`src/swap_shuffle_permutation_engine_assert.svh`:
```
// Assertion macros shared by the swap shuffle permutation engine modules
`ifndef SWAP_SHUFFLE_PERMUTATION_ENGINE_ASSERT_SVH
`define SWAP_SHUFFLE_PERMUTATION_ENGINE_ASSERT_SVH

// Same-cycle implication, checked outside reset
`define SSPE_ASSERT_IMP(lbl, clk, rst_n, ante, cons, msg) \
  lbl: assert property (@(posedge clk) disable iff (!rst_n) (ante) |-> (cons)) \
    else $error(msg);

// Next-cycle implication, checked outside reset
`define SSPE_ASSERT_NXT(lbl, clk, rst_n, ante, cons, msg) \
  lbl: assert property (@(posedge clk) disable iff (!rst_n) (ante) |=> (cons)) \
    else $error(msg);

`endif

```
`src/sspe_pkg.sv`:
```
// Types and constants shared by the swap shuffle permutation engine
package sspe_pkg;

  // Field widths
  localparam int CW = 11;  // entries, step count, size register
  localparam int IW = 10;  // read index and swap partner ports
  localparam int RW = 31;  // random word

  localparam logic [CW-1:0] SIZE_RST = 11'd1024;

  typedef enum logic [1:0] {
    MODE_RESTART = 2'd0,
    MODE_SHUFFLE = 2'd1,
    MODE_READ    = 2'd2,
    MODE_NONE    = 2'd3
  } mode_t;

  typedef enum logic [3:0] {
    ST_IDLE,
    ST_DECODE,
    ST_FILL,
    ST_DIV,
    ST_SWAP_RD,
    ST_SWAP_WA,
    ST_SWAP_WB,
    ST_READ,
    ST_RESULT
  } state_t;

  // Controller to datapath
  typedef struct packed {
    logic load;       // capture input item
    logic fill_wr;    // write one identity entry
    logic div_start;  // start remainder unit
    logic swap_rd;    // read both swap entries
    logic wr_a;       // write entry at step
    logic wr_b;       // write entry at partner, advance step
    logic rd_entry;   // read entry for a read item
    logic result_ld;  // load output register
  } cmd_t;

  // Datapath to controller
  typedef struct packed {
    mode_t mode;
    logic  fill_last;
    logic  shuffle_ok;
    logic  rem_done;
    logic  out_free;
  } sts_t;

endpackage

```
`src/sspe_ctrl.sv`:
```
// Controller: sequences restart fill, shuffle swap and entry read per item
`include "swap_shuffle_permutation_engine_assert.svh"

module sspe_ctrl (
  input  logic           clk,
  input  logic           rst_n,
  input  logic           in_valid,
  output logic           in_stall,
  input  sspe_pkg::sts_t sts,
  output sspe_pkg::cmd_t cmd
);

  sspe_pkg::state_t state_r, state_nxt;

  // State register
  always_ff @(posedge clk) begin
    if (!rst_n) begin
      state_r <= sspe_pkg::ST_IDLE;
    end else begin
      state_r <= state_nxt;
    end
  end

  // Next state
  always_comb begin
    state_nxt = state_r;
    case (state_r)
      sspe_pkg::ST_IDLE: begin
        if (in_valid) state_nxt = sspe_pkg::ST_DECODE;
      end
      sspe_pkg::ST_DECODE: begin
        case (sts.mode)
          sspe_pkg::MODE_RESTART: state_nxt = sspe_pkg::ST_FILL;
          sspe_pkg::MODE_SHUFFLE: begin
            state_nxt = sts.shuffle_ok ? sspe_pkg::ST_DIV : sspe_pkg::ST_RESULT;
          end
          sspe_pkg::MODE_READ:    state_nxt = sspe_pkg::ST_READ;
          default:                state_nxt = sspe_pkg::ST_RESULT;
        endcase
      end
      sspe_pkg::ST_FILL: begin
        if (sts.fill_last) state_nxt = sspe_pkg::ST_RESULT;
      end
      sspe_pkg::ST_DIV: begin
        if (sts.rem_done) state_nxt = sspe_pkg::ST_SWAP_RD;
      end
      sspe_pkg::ST_SWAP_RD: state_nxt = sspe_pkg::ST_SWAP_WA;
      sspe_pkg::ST_SWAP_WA: state_nxt = sspe_pkg::ST_SWAP_WB;
      sspe_pkg::ST_SWAP_WB: state_nxt = sspe_pkg::ST_RESULT;
      sspe_pkg::ST_READ:    state_nxt = sspe_pkg::ST_RESULT;
      sspe_pkg::ST_RESULT: begin
        if (sts.out_free) state_nxt = sspe_pkg::ST_IDLE;
      end
      default: state_nxt = sspe_pkg::ST_IDLE;
    endcase
  end

  // Commands
  always_comb begin
    cmd      = '0;
    in_stall = (state_r != sspe_pkg::ST_IDLE);
    case (state_r)
      sspe_pkg::ST_IDLE:    cmd.load = in_valid;
      sspe_pkg::ST_DECODE: begin
        cmd.div_start = (sts.mode == sspe_pkg::MODE_SHUFFLE) && sts.shuffle_ok;
      end
      sspe_pkg::ST_FILL:    cmd.fill_wr   = 1'b1;
      sspe_pkg::ST_SWAP_RD: cmd.swap_rd   = 1'b1;
      sspe_pkg::ST_SWAP_WA: cmd.wr_a      = 1'b1;
      sspe_pkg::ST_SWAP_WB: cmd.wr_b      = 1'b1;
      sspe_pkg::ST_READ:    cmd.rd_entry  = 1'b1;
      sspe_pkg::ST_RESULT:  cmd.result_ld = sts.out_free;
      default:              cmd           = '0;
    endcase
  end

  `SSPE_ASSERT_NXT(a_swap_pair, clk, rst_n, cmd.wr_a, cmd.wr_b, "swap write pair broken")
  `SSPE_ASSERT_IMP(a_rem_in_div, clk, rst_n, sts.rem_done, state_r == sspe_pkg::ST_DIV, "remainder finished outside divide wait")
  `SSPE_ASSERT_NXT(a_result_idle, clk, rst_n, cmd.result_ld, state_r == sspe_pkg::ST_IDLE && !in_stall, "not idle after result")

endmodule

```
`config.mk`:
```
export PLATFORM = sky130hd
export DESIGN_NAME = sspe_ctrl
export DESIGN_NICKNAME = d
export VERILOG_FILES = /design/src/sspe_pkg.sv /design/src/sspe_ctrl.sv
export VERILOG_INCLUDE_DIRS = /design/src /design/src/src
export SDC_FILE = /design/constraint.sdc
export NUM_CORES = 1
export LEC_CHECK = 0
export CAP_MARGIN = 20
export CORE_AREA = 2 2 39 41
export DETAILED_ROUTE_END_ITERATION = 10
export DIE_AREA = 0 0 41 43
export DONT_BUFFER_PORTS = 1
export SYNTH_ARGS = -nofsm -noshare
export SYNTH_HDL_FRONTEND = slang
export SYNTH_SLANG_ARGS = --single-unit
```
`constraint.sdc`:
```
create_clock -name clk -period 3.4 [get_ports clk]
set_clock_uncertainty 0.2 [all_clocks]
set_input_delay 0.34 -clock clk [delete_from_list [all_inputs] [get_ports clk]]
set_output_delay 0.34 -clock clk [all_outputs]
set_load 0.01 [all_outputs]
```
# Yosys cells after proc, flatten, opt, wreduce, memory -nomap -nowiden
# Index checks and enable logic that the tools add are counted.
word_totals:
  register_bits: 4
  wordCells: 36
op_classes:
  eq_ne: 14
  n_mux: 15
  n_reduce_logical: 6
op_table:
  columns: ["cell", "n"]
  rows:
  - ["$pmux W4 S8", 1]
  - ["$mux W4", 5]
  - ["$eq A4 B3 Y1 const B", 4]
  - ["$pmux W4 S3", 1]
  - ["$eq A4 B2 Y1 const B", 2]
  - ["$mux W1", 8]
  - ["$ne A2 B2 Y1 const B", 4]
  - ["$eq A4 B1 Y1 const B", 1]
  - ["$eq A4 B4 Y1 const B", 1]
  - ["$logic_not A4 Y1", 1]
  - ["$reduce_and A4 Y1", 1]
  - ["$reduce_bool A4 Y1", 1]
  - ["$eq A2 B1 Y1 const B", 1]
  - ["$eq A2 B2 Y1 const B", 1]
  - ["$logic_not A2 Y1", 1]
  - ["$reduce_or A2 Y1", 1]
  - ["$logic_and A1 B1 Y1", 1]

# Longest topological paths before layout
# Gate-level depths: netlist of the first run.
logic_depth:
  depth_word: 3
  depth_mapped: 5
  mapped_depth_nobuf: 4

# Least setup slack after synthesis of the first run
# Ideal clock, no wire load.
synth_timing:
  path_type: "register to output"
  startpoint: "reg state_r[1]"
  endpoint: "out cmd[6] (netlist bit)"
  arrival_ns: 1.069
  required_ns: 2.860
  slack_ns: 1.791
  path_stages_with_launch: 4
  n_path_buf: 1
  cell_sequence: "dfxtp_1 > buf_4 > or2b_2 > nor3_1"
synth_lines:
  columns: ["element", "line", "text"]
  rows:
  - ["start, declared", "sspe_ctrl.sv:13", "sspe_pkg::state_t state_r, state_nxt;"]
  - ["start signal, assigned", "sspe_ctrl.sv:18", "state_r <= sspe_pkg::ST_IDLE;"]
  - ["start signal, assigned", "sspe_ctrl.sv:20", "state_r <= state_nxt;"]
  - ["end, declared", "sspe_ctrl.sv:10", "output sspe_pkg::cmd_t cmd"]

==> key figures, run 1 <==
Clock network
  • Postcts setup bufs: 0
  • Clock transition at the registers of the reported paths: 0.04 ns
  • CTS Buffer Depth: 2
  • Clock sink total: 4
  • CTS tree: done
  • Number of H-tree levels: 1
  • CTS Root Cell: clkbuf_4
  • Worst skew pair latency: 0.23 ns
  • Post-CTS resize count: 0
  • CTS Hold Bufs: 0
  • CTS Buf Count: 3

Layout
  • Reg with most FFs: state_r
  • Fillers: 162
  • Most common cell after layout, fill and taps aside: nor2_1
  • Nets: 60
  • Synth-to-layout area growth: 1.30%
  • Commonest non-fill, non-tap cells in the layout: nor2_1 (6), nand2_1 (4), nor3_1 (4), dfxtp_1 (4)
  • Largest register FFs: 4
  • Non-Filler Instances: 65
  • # diodes: 0
  • Largest regs: state_r: 4 flops
  • Share of layout cells above drive strength 1: 18.4%

STA
  • Max transition margin: 63.0%
  • Worst-margin pin slew: 0.550 ns
  • Final setup viols: 0
  • Period utilisation layout: 57.0%
  • Final Max Tran Viols: 0
  • Final hold vios: 0
  • Post-Route Setup TNS: 0 ns
  • RSZ-0062 raised after global routing: false
  • Fmax: 516 MHz
  • Tmin final: 1.94 ns

Setup path
  • WS Path Type: register to output pin
  • CP Launch Type: register
  • Crit-path max cell delay: 0.50 ns
  • Crit-path max FO: 12
  • Cell chain of the critical path: or2b_2 > nor3_1
  • Worst-path cell with the longest stage delay: dfxtp_1
  • CP Capture Type: output pin
  • Critical Path RT: 2.86 ns
  • CP arrival: 1.40 ns
  • R2R cell count: 4

Synth
  • Synth Area in Compound Gates: 16.6%
  • Synth Area in Adders: 0%
  • Synth Instances: 50
  • Mapped Nets: 59
  • Largest family of logic cells by synthesized area: simple AND/OR/NAND/NOR gates
  • Multiplexer share of the synthesized area: 2.61%
  • Seq/Total Area, Yosys: 20.8%
  • Mapped Area: 384 sq um
  • Post-synthesis simple-gate area fraction: 48.2%
  • Netlist cell types: 27
  • Synthesized flop and latch total: 4
  • Yosys warns: 0
  • Syn avg cell area: 7.68 sq um
  • Synth Area in XOR/XNOR: 0%

Placed design
  • GP Congestion: 0.709
  • Placed Cells: 62
  • Hpwl dp: 620 um
  • I/O Buffers: 0

Drt
  • Routed wire length: 747 um
  • Highest metal used: met3
  • Routed wl met2: 321 um
  • Vias: 338
  • Drt pass-1 iters: 4
  • DR iter-0 viols: 7
  • Drt drc: 0
  • Routed WL per cell: 11.5 um
  • Met3 wire length: 78 um
  • Routed vias/inst: 5.20
  • Antenna-violating nets left: 0
  • Wl on met1: 348 um

Worst hold path
  • Worst hold path cell count: 1
  • Path category of the worst min-delay check: primary input to register

Power
  • Pwr dens: 510 nW/um^2
  • Leak: 0.141 nW
  • Peak supply drop: 174 uV

Outcome
  • Status: completed

Floorplan
  • Initial core utilization: 27.8%
  • Core Region: 1380 sq um
  • Die Width: 41 um
  • Die Y: 43 um
  • Die area: 1760 sq um
  • Cell row count: 14
  • I/O Pins: 18

GRT
  • Grt total ovfl: 0
  • First-pass GRT wire length: 1.19 mm
  • Maximum number of pins on one net before global-route repair: 13
  • GRT Total Usage: 9.84%
  • Vias in the first global route: 300
  • Initial antenna violation count: 0

Flow run
  • Max-cap viol count: 0
[through the flow]
stage / hold WS [ns] / setup WS [ns] / util, % / instance area [sq um] / power, mW
after global placement: 0.261 / 1.68 / 26.5 / 367 / 0.144
after CTS: 0.0238 / 1.43 / 28.1 / 389 / 0.202
after floorplan: 0.258 / 1.79 / - / 384 / 0.143
after detailed placement: 0.264 / 1.67 / 26.5 / 367 / 0.145
final: 0.0292 / 1.46 / 28.1 / 389 / 0.199
after global routing: 0.0236 / 1.35 / 28.1 / 389 / 0.219
[cell families (layout without fill, tap and decap cells)]
| group | Yosys count | count (layout) |
|---|---|---|
| muxes | 1 | 1 |
| and+or+nand+nor | 31 | 31 |
| AOI/OAI and AO/OA | 8 | 8 |
| buffers and inverters | 6 | 5 |
| DFF | 4 | 4 |
[worst max-delay path, delay by kind of cell (launching register included)]
family           cells  cell delay [ns]
and+or+nand+nor      2             0.67
DFF                  1             0.50
[worst paths after layout]
path	startpoint	to	slack (ns)
worst max-delay path	state_r[1]	cmd[6]	1.46
worst min-delay path	rst_n	state_r[3]	0.03
worst max register to register	state_r[0]	state_r[0]	1.75
worst min register to register	state_r[3]	state_r[3]	0.54
[area by class of cell]
class / instances / area, sq um / area share, %
Clock buffer: 3 / 22.5 / 5.79
Tap cell: 16 / 20.0 / 5.14
Inverter: 2 / 7.51 / 1.93
Multi-Input combinational cell: 40 / 259 / 66.6
Sequential cell: 4 / 80.1 / 20.6
[per-layer routing]
layer  global-route usage, %  vias to the layer above
met2                    12.5                       14
met4                    4.00                        0
li1                        -                      175
met1                    14.8                      149
met3                    3.14                        0
met5                       0                        -
[cell usage after synthesis, drive strengths merged]
library cell  instances  share of area, %
nor2b                 1               1.6
nand2                 4               3.9
mux2i                 1               2.6
dfxtp                 4                21
a32oi                 1               2.3
o21a                  2               3.9
and4b                 1               2.6
nand2b                3               4.9
o211ai                1               2.0
nor3                  5               7.8
a221oi                1               3.9
nand3b                2               3.9
nor2                  6               5.9
nor4                  1               1.6
inv                   2               2.0
buf                   4               9.8
a21boi                1               2.0
o21ai                 2               2.6
and2b                 1               2.3
or2b                  1               2.3
and3                  2               3.6
nor3b                 2               5.2
nand3                 2               2.6
[report_power, final]
| group | total, mW | switching, mW | leakage, nW | internal [mW] |
|---|---|---|---|---|
| Clock | 0.0555 | 0.0163 | 0.0138 | 0.0393 |
| Sequential | 0.0746 | 0.0202 | 0.0327 | 0.0543 |
| Combinational | 0.0685 | 0.0358 | 0.0941 | 0.0326 |
Note: power is estimated with default switching activity, not from simulation.
==> run 2, diff against run 1 <==
Clock period 3.4 ns to 1.72 ns, I/O delays scaled along.
==> key figures, run 2 (same netlist as run 1, synthesis figures left out) <==
Layout
  • Nets: 67 (was 60)
  • Fillers: 149 (was 162)
  • Largest regs: state_r: 4 flops (unchanged)
  • # diodes: 0 (unchanged)
  • Most common cell after layout, fill and taps aside: nor2_1 (unchanged)
  • Synth-to-layout area growth: 25.4% (was 1.30%)
  • Reg with most FFs: state_r (unchanged)
  • Reg area: 85.1 sq um (was 80.1 sq um)
  • Multi-input gate area: 287 sq um (was 259 sq um)
  • Share of layout cells above drive strength 1: 32.1% (was 18.4%)
  • Largest register FFs: 4 (unchanged)
  • Commonest non-fill, non-tap cells in the layout: nor2_1 (6), nand2_1 (4), buf_4 (4) (was nor2_1 (6), nand2_1 (4), nor3_1 (4), dfxtp_1 (4))

Clock network
  • CTS tree: done (unchanged)
  • Clock transition at the registers of the reported paths: 0.04 ns (about the same)
  • CTS Root Cell: clkbuf_4 (unchanged)
  • Postcts setup bufs: 0 (unchanged)
  • Worst skew pair latency: 0.24 ns (was 0.23 ns)
  • Number of H-tree levels: 1 (unchanged)
  • Clock sink total: 4 (unchanged)
  • CTS Buffer Depth: 2 (unchanged)
  • CTS Buf Count: 3 (unchanged)

STA
  • Tmin final: 1.65 ns
  • Final Max Tran Viols: 0 (unchanged)
  • Period utilisation layout: 96.1%
  • Fmax: 605 MHz
  • Post-Route Setup TNS: 0 ns (unchanged)
  • Max transition margin: 73.7% (was 63.0%)
  • Worst-margin pin slew: 0.395 ns (was 0.550 ns)
  • Final hold vios: 0 (unchanged)
  • RSZ-0062 raised after global routing: false (unchanged)
  • Final setup viols: 0 (unchanged)
  • Hold Slack: 0.0736 ns (was 0.0292 ns)

Drt
  • Drt drc: 0 (unchanged)
  • Routed vias/inst: 5.18 (was 5.20)
  • Vias: 373 (was 338)
  • Antenna-violating nets left: 0 (unchanged)
  • DR iter-0 viols: 13 (was 7)
  • Routed WL per cell: 13.0 um (was 11.5 um)
  • Routed wire length: 935 um (was 747 um)
  • Drt pass-1 iters: 4 (unchanged)

Setup path
  • CP most frequent cell: buf_4
  • Worst-path cell with the longest stage delay: dfxtp_2 (was dfxtp_1)
  • Critical Path RT: 1.35 ns (was 2.86 ns)
  • CP arrival: 1.28 ns (was 1.40 ns)
  • CP Launch Type: register (unchanged)
  • CP Capture Type: output pin (unchanged)
  • Crit-path max cell delay: 0.35 ns (was 0.50 ns)
  • Crit-path max FO: 6 (was 12)
  • Cell chain of the critical path: buf_4 > nand2b_4 > nor4_4 > buf_4 (was or2b_2 > nor3_1)
  • Buf/Inv on CP: 2 (was 0)
  • WS Path Type: register to output pin (unchanged)
  • Family with the most delay on the worst path: simple AND/OR/NAND/NOR gates (unchanged)

GRT
  • Grt total ovfl: 0 (unchanged)
  • GRT Total Usage: 10.3% (was 9.84%)
  • First-pass GRT wire length: 1.25 mm (was 1.19 mm)
  • Maximum number of pins on one net before global-route repair: 11 (was 13)
  • Vias in the first global route: 300 (unchanged)
  • Initial antenna violation count: 0 (unchanged)

Placed design
  • I/O Buffers: 0 (unchanged)
  • GP Congestion: 0.696 (was 0.709)
  • Hpwl dp: 677 um (was 620 um)

Power
  • Peak supply drop: 257 uV (was 174 uV)
  • Leak: 0.181 nW (was 0.141 nW)
  • Pwr dens: 949 nW/um^2 (was 510 nW/um^2)

Floorplan
  • Die Width: 41 um (unchanged)
  • Cell row count: 14 (unchanged)
  • Core Region: 1380 sq um (unchanged)
  • Die Y: 43 um (unchanged)
  • I/O Pins: 18 (unchanged)
  • Initial core utilization: 27.8% (unchanged)
  • Die area: 1760 sq um (unchanged)

Outcome
  • Status: completed (unchanged)

Worst hold path
  • Path category of the worst min-delay check: primary input to register (unchanged)

Flow run
  • Max-cap viol count: 0 (unchanged)
run 2: path summary, 6_finish.rpt:
kind,cells past startpoint,slack (ns),from,end
max,4,0.07,state_r[2],cmd[5]
min reg2reg,4,0.55,state_r[0],state_r[3]
max reg2reg,4,0.16,state_r[3],state_r[0]
min,3,0.07,sts[4],state_r[3]
run 2: repair_timing:
item	in CTS	in global routing
endpoints found under the setup margin	2	1
hold buffers	3	0
hold endpoints to repair	4	0
gates resized for setup	2	5
gates cloned	0	0
pin swaps	0	1
run 2: worst register-to-register path: cells and delay by family (launching register included):
| family | cells | cell delay (ns) |
|---|---|---|
| DFF | 1 | 0.55 |
| AOI/OAI and AO/OA | 2 | 0.41 |
| and+or+nand+nor | 2 | 0.36 |
run 2: where the power goes:
| part | switching [mW] | leakage (nW) | internal, mW |
|---|---|---|---|
| Sequential | 0.0291 | 0.0338 | 0.111 |
| Clock | 0.0445 | 0.0138 | 0.0785 |
| Combinational | 0.103 | 0.134 | 0.0909 |
run 2: area by class of cell:
| class | instances | area share (%) |
|---|---|---|
| clock buffers | 3 | 4.68 |
| inverters | 2 | 1.56 |
| multi-input cells | 40 | 59.5 |
| flip-flops and latches | 4 | 17.7 |
| well taps | 16 | 4.16 |
| repair buffers | 7 | 12.5 |
run 2: per-layer routing:
metal  global-route usage, %  share of wire, %  vias to the layer above
li1                        -                 -                      190
met1                    14.1                42                      158
met2                    15.6                47                       23
met3                    1.57               8.6                        2
met4                    4.00               1.4                        0
met5                       0                 0                        -
run 2: metrics by stage:
stage	instance area [sq um]	utilization, %	instances	total power [mW]	setup slack, ns
final	482	34.8	72	0.457	0.0675
after floorplan	384	-	50	0.283	0.279
after global routing	482	34.8	72	0.486	0.00853
after global placement	397	28.7	66	0.302	0.201
after detailed placement	397	28.7	66	0.304	0.208
after CTS	455	32.9	72	0.434	0.00418
==> run 3, diff against run 2 <==
Settings changed: GPL_TIMING_DRIVEN from default to 0.
Clock period 1.72 ns to 1.33 ns, I/O delays scaled along.
==> key figures, run 3 (same netlist as run 1, synthesis figures left out) <==
Outcome
  • Status: finished, violations left (was completed)
  • Failing checks: negative setup slack

Power
  • Gate power share: 60.3% (was 42.5%)
  • Seq pwr share: 20.8% (was 30.6%)
  • Clock Power Share: 18.9% (was 26.9%)
  • Peak supply drop: 469 uV (was 257 uV)
  • Sw Ratio: 38.0% (was 38.7%)
  • Pwr dens: 1120 nW/um^2 (was 949 nW/um^2)
  • Leak: 0.281 nW (was 0.181 nW)
  • Int Power: 0.495 mW (was 0.280 mW)
  • Total chip power: 0.798 mW (was 0.457 mW)
  • Sw power: 0.304 mW (was 0.177 mW)

STA
  • Tmin final: 1.51 ns
  • Final Max Tran Viols: 0 (unchanged)
  • RSZ-0062 raised after global routing: true (was false)
  • Post-Route Setup TNS: -1.17 ns (was 0 ns)
  • Max transition margin: 81.5% (was 73.7%)
  • Final setup viols: 11 (was 0)
  • Final hold vios: 0 (unchanged)
  • Setup ws final: -0.184 ns (was 0.0675 ns)
  • Worst-margin pin slew: 0.277 ns (was 0.395 ns)
  • Period utilisation layout: 114%
  • Fmax: 660 MHz
  • Hold Slack: 0.0289 ns (was 0.0736 ns)

Clock network
  • Worst skew pair latency: 0.24 ns (about the same)
  • CTS Buf Count: 3 (unchanged)
  • Clock sink total: 4 (unchanged)
  • Clock transition at the registers of the reported paths: 0.04 ns (about the same)
  • Number of H-tree levels: 1 (unchanged)
  • CTS Buffer Depth: 2 (unchanged)
  • CTS tree: done (unchanged)
  • CTS Root Cell: clkbuf_4 (unchanged)

Setup path
  • Crit-path max FO: 4 (was 6)
  • R2r startpoint: state_r[0] (was state_r[3])
  • Cell chain of the critical path: buf_6 > or2b_4 > nor3_4 (was buf_4 > nand2b_4 > nor4_4 > buf_4)
  • CP Capture Type: output pin (unchanged)
  • Worst-path cell with the longest stage delay: dfxtp_4 (was dfxtp_2)
  • FF-to-FF setup slack: -0.12 ns (was 0.16 ns)
  • Crit-path max cell delay: 0.34 ns (was 0.35 ns)
  • R2R cell count: 4 (unchanged)
  • CP arrival: 1.18 ns (was 1.28 ns)
  • CP Launch Type: register (unchanged)
  • Critical Path RT: 1.00 ns (was 1.35 ns)
  • WS Path Type: register to output pin (unchanged)
  • R2r endpoint: state_r[0] (unchanged)

Drt
  • DR iter-0 viols: 7 (was 13)
  • Routed WL per cell: 14.3 um (was 13.0 um)
  • Antenna-violating nets left: 0 (unchanged)
  • Drt drc: 0 (unchanged)
  • Vias: 455 (was 373)
  • Drt pass-1 iters: 4 (unchanged)
  • Routed wire length: 1.23 mm (was 935 um)
  • Routed vias/inst: 5.29 (was 5.18)

GRT
  • Grt total ovfl: 0 (unchanged)
  • Global route hottest layer: met2 (unchanged)
  • Met3 GRT Util: 8.38% (was 1.57%)
  • GR Util met1: 16.5% (was 14.1%)
  • Initial antenna violation count: 0 (unchanged)
  • Vias in the first global route: 453 (was 300)
  • GRT Total Usage: 15.2% (was 10.3%)
  • Maximum number of pins on one net before global-route repair: 9 (was 11)
  • Grt met2 use: 25.3% (was 15.6%)
  • First-pass GRT wire length: 1.80 mm (was 1.25 mm)

Floorplan
  • Core Region: 1380 sq um (unchanged)
  • Die Y: 43 um (unchanged)
  • Cell row count: 14 (unchanged)
  • Initial core utilization: 27.8% (unchanged)
  • Die area: 1760 sq um (unchanged)
  • I/O Pins: 18 (unchanged)
  • Die Width: 41 um (unchanged)

Placed design
  • Hpwl dp: 675 um (was 677 um)
  • DP Worst Slack: -0.153 ns (was 0.208 ns)
  • Placed Cells: 66 (unchanged)
  • GP Congestion: 0.731 (was 0.696)
  • Area post-placement: 428 sq um (was 397 sq um)
  • I/O Buffers: 0 (unchanged)

Worst hold path
  • Hold_sp: sts[4] (unchanged)
  • Worst hold path cell count: 3 (unchanged)
  • Hold EP: state_r[3] (unchanged)
  • Path category of the worst min-delay check: primary input to register (unchanged)

Layout
  • Non-Filler Instances: 86 (was 72)
  • Synth-to-layout area growth: 86.3% (was 25.4%)
  • Share of layout cells above drive strength 1: 65.7% (was 32.1%)
  • Commonest non-fill, non-tap cells in the layout: buf_4 (9), buf_6 (7), nor3_4 (4), dlygate4sd3_1 (4) (was nor2_1 (6), nand2_1 (4), buf_4 (4))
  • Reg with most FFs: state_r (unchanged)
  • Final core utilization: 51.7% (was 34.8%)
  • Largest regs: state_r: 4 flops (unchanged)
  • Post-route cell area: 716 sq um (was 482 sq um)
  • Nets: 81 (was 67)
  • Largest register FFs: 4 (unchanged)
  • # diodes: 0 (unchanged)
  • Most common cell after layout, fill and taps aside: buf_4 (was nor2_1)

Flow run
  • Max-cap viol count: 0 (unchanged)
==> run 3: changes by cell type in the layout (fill, tap and decap cells not counted), moves of 2 or more <==
cell / previous run / this run
nor3_1: 3 / 1
nand2_1: 4 / 2
nor3_2: 2 / 0
buf_4: 4 / 9
nor2_1: 6 / 3
buf_6: 0 / 7
nor2_2: 0 / 2
nor3_4: 0 / 4
==> run 3: power by group through the flow <==
stage | logic [mW] | registers, mW | clock network (mW)
after floorplan | 0.230 | 0.160 | 0
after CTS | 0.454 | 0.165 | 0.158
after detailed placement | 0.266 | 0.163 | 0
final | 0.481 | 0.166 | 0.151
after global routing | 0.512 | 0.169 | 0.176
after global placement | 0.264 | 0.162 | 0
==> run 3: area by class of cell <==
type | count | area [sq um]
flip-flops and latches | 4 | 88.8
clock buffers | 3 | 22.5
repair buffers | 17 | 146
fillers | 127 | 668
inverters | 2 | 10.0
well taps | 16 | 20.0
multi-input cells | 40 | 383
plain buffers | 4 | 45.0
==> run 3: worst max path at each step <==
stage | startpoint | to
detailed placement | state_r[2] | state_r[3]
finish | state_r[1] | cmd[6]
global route | state_r[1] | cmd[6]
global placement | state_r[2] | state_r[3]
floorplan | state_r[2] | state_r[0]
CTS | state_r[1] | cmd[6]
==> run 3: timing repair <==
action,in CTS,in global routing
hold endpoints to repair,4,1
hold buffers,3,1
endpoints found under the setup margin,10,13
resized for setup,27,7
buffers inserted,11,2
pin swaps,8,3
gates cloned,1,0
==> run 3: critical path: cells and delay by family, from the launching register on <==
family,cells,cell delay (ns)
DFF,1,0.34
buffers and inverters,1,0.10
and+or+nand+nor,2,0.50
==> run 3: per-layer routing <==
layer  vias up  share of wire (%)
met5         -                  0
met4         0                  0
met3         0                5.8
met2        18                 54
met1       219                 40
li1        218                  -
